### src/design/rmj_pkg.sv
// ----------------------------------------------------------------------------
// Radar measurement Jacobian package
// Beat types, pipeline depths and the output saturation function.
// ----------------------------------------------------------------------------
package rmj_pkg;

    localparam int WORD_W  = 32;
    localparam int ROOT_W  = 32;
    localparam int SUM_W   = 64;
    localparam int WIDE_W  = 96;

    localparam logic [WORD_W-1:0] MIN_RANGE_SQ_RESET = 32'd429497;

    localparam int FRONT_STAGES = 5;
    localparam int ROOT_STAGES  = ROOT_W;
    localparam int PROD_STAGES  = 2;
    localparam int DIV_STAGES   = WORD_W + 1;
    // Clock edges from the accepting edge to the edge that takes the result.
    localparam int PIPE_DEPTH   = 1 + FRONT_STAGES + ROOT_STAGES + PROD_STAGES
                                  + DIV_STAGES + 1;

    typedef struct packed {
        logic signed [WORD_W-1:0] pos_x;
        logic signed [WORD_W-1:0] pos_y;
        logic signed [WORD_W-1:0] vel_x;
        logic signed [WORD_W-1:0] vel_y;
    } jac_in_t;

    typedef struct packed {
        logic signed [WORD_W-1:0] range_by_px;
        logic signed [WORD_W-1:0] range_by_py;
        logic signed [WORD_W-1:0] bearing_by_px;
        logic signed [WORD_W-1:0] bearing_by_py;
        logic signed [WORD_W-1:0] rate_by_px;
        logic signed [WORD_W-1:0] rate_by_py;
        logic                     near_origin;
    } jac_out_t;

    // Sign and magnitude form of one item after the front end.
    typedef struct packed {
        logic [WORD_W-1:0] mag_x;
        logic [WORD_W-1:0] mag_y;
        logic              neg_x;
        logic              neg_y;
        logic              neg_d;
        logic              near;
        logic [SUM_W-1:0]  sum_sq;
        logic [SUM_W-1:0]  mag_d;
    } front_t;

    typedef struct packed {
        front_t            side;
        logic [ROOT_W-1:0] root;
        logic [WIDE_W-1:0] rho_cube;
        logic [WIDE_W-1:0] num_x3;
        logic [WIDE_W-1:0] num_y3;
    } prod_t;

    // Signs and the near flag that ride alongside the dividers.
    typedef struct packed {
        logic neg_x;
        logic neg_y;
        logic neg_d;
        logic near;
    } side_t;

    function automatic logic [WORD_W-1:0] sat_q(input logic neg,
                                                input logic [WORD_W-1:0] q,
                                                input logic ovf);
        logic [WORD_W-1:0] r;
        if (ovf || q[WORD_W-1])
            r = neg ? {1'b1, {(WORD_W-1){1'b0}}} : {1'b0, {(WORD_W-1){1'b1}}};
        else
            r = neg ? (~q + 1'b1) : q;
        return r;
    endfunction

endpackage

### src/design/rmj_div.sv
// ----------------------------------------------------------------------------
// Radar Jacobian pipelined divider
// Unsigned restoring division, one quotient bit per stage, with overflow flag.
// ----------------------------------------------------------------------------
module rmj_div #(
    parameter int NUM_W = 48,
    parameter int DEN_W = 32
) (
    input  logic                        clk,
    input  logic [NUM_W-1:0]            num,
    input  logic [DEN_W-1:0]            den,
    output logic [rmj_pkg::WORD_W-1:0]  quo,
    output logic                        ovf
);
    import rmj_pkg::*;

    localparam int QW = WORD_W;
    localparam int HW = NUM_W - QW;
    localparam int CW = (HW > DEN_W) ? HW : DEN_W;

    logic [DEN_W-1:0] rem_reg [QW+1];
    logic [QW-1:0]    low_reg [QW+1];
    logic [QW-1:0]    quo_reg [QW+1];
    logic [DEN_W-1:0] den_reg [QW+1];
    logic             ovf_reg [QW+1];

    logic [CW-1:0]    head_ext;
    logic [CW-1:0]    den_ext;
    logic             ovf_next;
    logic [DEN_W-1:0] rem_head_next;

    // The quotient overflows 32 bits exactly when the top part is not below den.
    always_comb
    begin
        head_ext      = CW'(num[NUM_W-1:QW]);
        den_ext       = CW'(den);
        ovf_next      = head_ext >= den_ext;
        rem_head_next = ovf_next ? '0 : head_ext[DEN_W-1:0];
    end

    always_ff @(posedge clk)
    begin
        rem_reg[0] <= rem_head_next;
        low_reg[0] <= num[QW-1:0];
        quo_reg[0] <= '0;
        den_reg[0] <= den;
        ovf_reg[0] <= ovf_next;
    end

    genvar g;
    for (g = 1; g <= QW; g++)
    begin : g_step
        logic [DEN_W:0]   trial;
        logic             fits;
        logic [DEN_W:0]   diff;
        logic [DEN_W-1:0] rem_next;

        always_comb
        begin
            trial    = {rem_reg[g-1], low_reg[g-1][QW-1]};
            fits     = trial >= {1'b0, den_reg[g-1]};
            diff     = trial - {1'b0, den_reg[g-1]};
            rem_next = fits ? diff[DEN_W-1:0] : trial[DEN_W-1:0];
        end

        always_ff @(posedge clk)
        begin
            rem_reg[g] <= rem_next;
            low_reg[g] <= low_reg[g-1] << 1;
            quo_reg[g] <= {quo_reg[g-1][QW-2:0], fits};
            den_reg[g] <= den_reg[g-1];
            ovf_reg[g] <= ovf_reg[g-1];
        end
    end

    assign quo = quo_reg[QW];
    assign ovf = ovf_reg[QW];

endmodule

### config.mk
export PLATFORM = sky130hd
export DESIGN_NAME = rmj_div
export DESIGN_NICKNAME = d
export VERILOG_FILES = /design/src/design/rmj_pkg.sv /design/src/design/rmj_div.sv
export SDC_FILE = /design/constraint.sdc
export NUM_CORES = 2
export LEC_CHECK = 0
export BUFFER_PORTS_ARGS = -buffer_cell sky130_fd_sc_hd__clkbuf_2
export CAP_MARGIN = 15
export CORE_UTILIZATION = 33
export CTS_CLUSTER_SIZE = 40
export DETAILED_ROUTE_END_ITERATION = 7
export MAX_ROUTING_LAYER = met4
export PLACE_DENSITY = 0.49
export SYNTH_ARGS = -nofsm -noshare
export SYNTH_HDL_FRONTEND = slang
export SYNTH_MEMORY_MAX_BITS = 65536
export SYNTH_SLANG_ARGS = --single-unit
### constraint.sdc
create_clock -name clk -period 3.69 [get_ports clk]
set_clock_uncertainty 0.2 [all_clocks]
set_input_delay 0.1845 -clock clk [delete_from_list [all_inputs] [get_ports clk]]
set_output_delay 0.1845 -clock clk [all_outputs]
set_load 0.02 [all_outputs]
## Word level (Yosys, flattened, before mapping)

Memories as Yosys holds them, arrays and structs flattened.
Index checks and enable logic that the tools add are counted.

- Output and inout bits: 33
- RAM bits: 4257
- Memories kept: 5
- Input bits: 81
- Register bits after elaboration: 0

- Mux-type cells: 33
- Order comparisons: 33
- Add/subtract/negate cells: 32

Memory list:

| name | depth | bits a word | rd ports | clocked after memory_dff | wr ports | line | source |
|---|---|---|---|---|---|---|---|
| den_reg | 33 | 32 | 32 | 0 | 33 | rmj_div.sv:24 | `logic [DEN_W-1:0] den_reg [QW+1];` |
| low_reg | 33 | 32 | 32 | 0 | 33 | rmj_div.sv:22 | `logic [QW-1:0] low_reg [QW+1];` |
| quo_reg | 33 | 32 | 33 | 0 | 33 | rmj_div.sv:23 | `logic [QW-1:0] quo_reg [QW+1];` |
| rem_reg | 33 | 32 | 32 | 0 | 33 | rmj_div.sv:21 | `logic [DEN_W-1:0] rem_reg [QW+1];` |
| ovf_reg | 33 | 1 | 33 | 0 | 33 | rmj_div.sv:25 | `logic ovf_reg [QW+1];` |

Operator list:

| operator | number |
|---|---|
| 33-bit by 32-bit >= comparator with 1-bit output | 32 |
| 32-bit 2-to-1 mux | 32 |
| 32-bit subtractor | 32 |
| 16-bit by 32-bit >= comparator with 1-bit output | 1 |
| 16-bit 2-to-1 mux | 1 |

## Longest topological paths before layout

An unclocked memory read counts as a cell.

- Depth in word-level cells: 3
- Gate-level depth with buffers: 16

## Worst setup path after synthesis

No wires, ideal clock.

- Path type: register to register
- Start point: mem den_reg[27][1] (netlist: den_reg[0][865])
- End point: mem rem_reg[28][3] (netlist: rem_reg[0][899])
- Slack: 0.345 ns
- Data required time: 3.367 ns
- Path buffers: 1
- Stages on the path, launching flop included: 14
- Arrival time: 3.022 ns
- Period minus slack after synthesis: 3.345 ns
- Cell sequence: dfxtp_1 -> inv_1 -> ha_1 -> nor2b_1 -> o31a_1 -> o31a_1 -> o211ai_1 -> a32o_2 -> nor3_1 -> a221oi_2 -> nand2_1 -> a41oi_2 -> buf_4 -> mux2_1

RTL lines:

| element | line |
|---|---|
| start: declaration | rmj_div.sv:24 |
| end: declaration | rmj_div.sv:21 |

==> qor.csv <==
metric,value,unit
CTS buffer count,344,
critical path's slowest cell,dfxtp_1,
Pwr Density,851,mW/mm²
initial antenna violation count,11,
die height,622,µm
Setup CP Type,reg -> reg,
VDD IR max,454,µV
Yosys warnings,0,
first-pass GRT wire length,483000,µm
fraction of registers with async set/reset,0,
Synth area leaders,"dfxtp_1 (49%), ha_1 (10%), inv_1 (3.8%)",
CP max stage delay,360,ps
Main synth FF type,dfxtp_1,
switching power,43.8,mW
Fmax,0.279,GHz
clk slew on worst S/H paths,60,ps
endpoint class of the critical path,register,
routed vias/inst,4.65,
crit start category,register,
Max-Slew Margin vs Limit,0.428,
Hold Path Cell Cnt,0,
drt total wl,312000,µm
detailed placement HPWL,243000,µm
GPL Wtd Cong,0.859,
RSZ-0062 raised after global routing,true,
hold_sp,quo_reg[1][352]$_DFF_P_,
Final min period,3590,ps
"CP delay by family, top",compound AO/OA/AOI/OAI gates,
Final Slew Violations,0,
Post-route DRC,0,
dpl cell area,0.137,mm²
row count,227,
Worst Hold Class,reg -> reg,
switch share,0.337,
number of flops mapped to enable cells by yosys,0,
pin count of the biggest net entering global routing,53,
Die X,622,µm
vias in the first global route,86900,
Comb pwr share,0.382,
First DRT Iteration DRCs,5006,
H-tree depth,5,
top cell type's share of synthesized area,0.493,
R2R setup slack,100,ps
Synth area leader,dfxtp_1,
worst-path cell chain,buf_12 > inv_1 > ha_4 > nand3_1 > o21bai_1 > a31o_2 > o31a_1 > o211ai_1 > nand3_2 > a211oi_2 > buf_4 > a41oi_2 > o21bai_1 > xor2_1 > mux2_2,
R2R Path Start,den_reg[0][227]$_DFF_P_,
cell area after synthesis,0.127,mm²
Avg Inst Size Synth,10.0,µm²
Clk pwr share,0.278,
RR Endpoint,rem_reg[0][283]$_DFF_P_,
CP arrival,4160,ps
Total Power,130,mW
io pins,114,
vias post-DR,88200,
wire per inst,16.5,µm
Fin Hold WS,72.3,ps
Layout area overhead,20.6,%
# port buffers,113,
final setup violation count,0,
Clock Sinks,3121,
CP Depth,15,
CTS tree,built,
share of post-route cells with drive strength above 1,0.146,
Post-Synthesis Cells,12600,
max FFs per register,1024,
Worst Tran Pin Value,851,ps
clk buf depth,4,
number of max-cap violations,0,
Core Region,0.382,mm²
sequential area share after synthesis,0.493,
Clock Latency Late Sink,960,ps
post-route cell area,0.153,mm²
Initial Util,0.331,
net count after synthesis,13800,
Tcrit/Tclk final,0.972,
# fillers,37900,
Synth Register Bits,3121,
global route overflow,0,
Worst path most repeated cell,o21bai_1,
P_leak,70.3,nW
Layout Nets,14800,
Sum Neg Setup Slack,0,ps
P_int,86.2,mW
final hold vios,0,
worst-path fanout max,4,
final core utilization,0.400,
worst hold endpoint,quo_reg[1][385]$_DFF_P_,
WP data required,4260,ps
CTS root buffer,clkbuf_16,
Die Area,0.386,mm²
sequential power share,0.341,
DRT Pass-1 Iters,5,
status,"complete, no violations",
Post-DRT Antenna Nets,0,
GRT Total Usage,0.161,
r2r worst-path depth,15,
Worst Path Buf+Inv,3,
count of cell types in the netlist,116,
==> cells in the mapped netlist, types with 187 or more instances <==
| master | number |
|---|---|
| xnor2_1 | 522 |
| a21o_1 | 510 |
| ha_1 | 1025 |
| inv_1 | 1291 |
| dfxtp_1 | 3121 |
| xor2_1 | 312 |
| a21oi_1 | 848 |
| o21ai_0 | 746 |
| nand2_1 | 817 |
| nor2_1 | 558 |
| mux2_2 | 382 |
| nand3_1 | 187 |
==> cell type report <==
type	count	area (µm²)	area share
inverter	1296	4860	0.0318
tap	5038	6300	0.0412
multi-input combinational	7949	59000	0.386
antenna	8	20.0	0.000131
timing repair buffer	935	7930	0.0519
clock inverter	167	2470	0.0162
clock buffer	458	9720	0.0636
sequential	3121	62500	0.409
==> power by group through the flow <==
stage / registers [mW] / logic, mW / clock network, mW
final: 44.3 / 49.6 / 36.1
after global routing: 45.0 / 55.4 / 38.9
after CTS: 44.6 / 48.3 / 37.5
after detailed placement: 45.3 / 47.7 / 0
after global placement: 45.3 / 47.9 / 0
after floorplan: 43.0 / 35.6 / 0
==> layer usage <==
metal  vias to the layer above  global-route usage  wire [µm]  share of wire
li1                      45600                   -          -              -
met1                     40700               0.200     142000           0.45
met2                      1442               0.276     150000           0.48
met3                       480              0.0188      12400          0.040
met4                         0              0.0429       7820          0.025
met5                         -                   -          0              0
==> stage by stage <==
stage | cells | worst slack (ps)
final | 19000 | 104
after global routing | 19000 | -54.9
after CTS | 18900 | 0.943
after detailed placement | 18100 | -38.7
after global placement | 18100 | -79.2
after floorplan | 12600 | 345
==> logic make-up (layout without fill, tap and decap cells) <==
family / after synthesis / in the layout / share of synthesized area
AO/OA/AOI/OAI: 3109 / 3110 / 0.157
XOR/XNOR: 834 / 834 / 0.0576
adder cells (fa/ha/maj): 1056 / 1056 / 0.106
buffers and inverters: 1573 / 2856 / 0.0489
flip-flops: 3121 / 3121 / 0.493
multiplexers: 516 / 516 / 0.0459
other: 0 / 8 / 0
AND/OR/NAND/NOR: 2433 / 2433 / 0.0916
==> cell usage in the layout, fill, tap and decap left out, types with 73 or more instances in the layout <==
cell type | Yosys | final
a211oi_1 | 88 | 73
nand2_1 | 817 | 816
mux2_1 | 78 | 78
nor3_1 | 105 | 104
o21bai_1 | 124 | 124
nand3_1 | 187 | 185
xnor2_1 | 522 | 522
o21a_1 | 112 | 111
xor2_1 | 312 | 312
nand2b_1 | 127 | 126
dlygate4sd3_1 | 0 | 175
a31oi_1 | 96 | 89
nor2_1 | 558 | 555
o21ai_1 | 87 | 100
ha_1 | 1025 | 1013
a21o_1 | 510 | 510
a21oi_1 | 848 | 825
buf_4 | 16 | 585
inv_1 | 1291 | 1291
and3_1 | 77 | 77
nor2b_1 | 140 | 134
clkbuf_2 | 3 | 113
mux2_2 | 382 | 382
nand4_1 | 164 | 164
dfxtp_1 | 3121 | 3100
o21ai_0 | 746 | 721
clkbuf_16 | 0 | 357
==> repair_timing <==
item                                    CTS  global route
pin swaps                                 2            98
endpoints found under the setup margin   31           751
hold buffers                            175             0
buffers inserted                          1            51
gates resized for setup                   4           212
cloned                                    1            11
endpoints found under the hold margin    81             0
==> how the worst max path moves through the flow <==
stage / startpoint / endpoint / slack [ps]
6_report: den_reg[0][227]$_DFF_P_ / rem_reg[0][283]$_DFF_P_ / 100
5_1_grt: den_reg[0][227]$_DFF_P_ / rem_reg[0][283]$_DFF_P_ / -50
4_1_cts: low_reg[0][735]$_DFF_P_ / rem_reg[0][762]$_DFF_P_ / 0.9
3_5_place_dp: den_reg[0][195]$_DFF_P_ / rem_reg[0][227]$_DFF_P_ / -40
3_3_place_gp: den_reg[0][195]$_DFF_P_ / rem_reg[0][254]$_DFF_P_ / -80
2_1_floorplan: den_reg[0][865]$_DFF_P_ / rem_reg[0][899]$_DFF_P_ / 350
No activity file was read; power rests on OpenSTA's default activity.
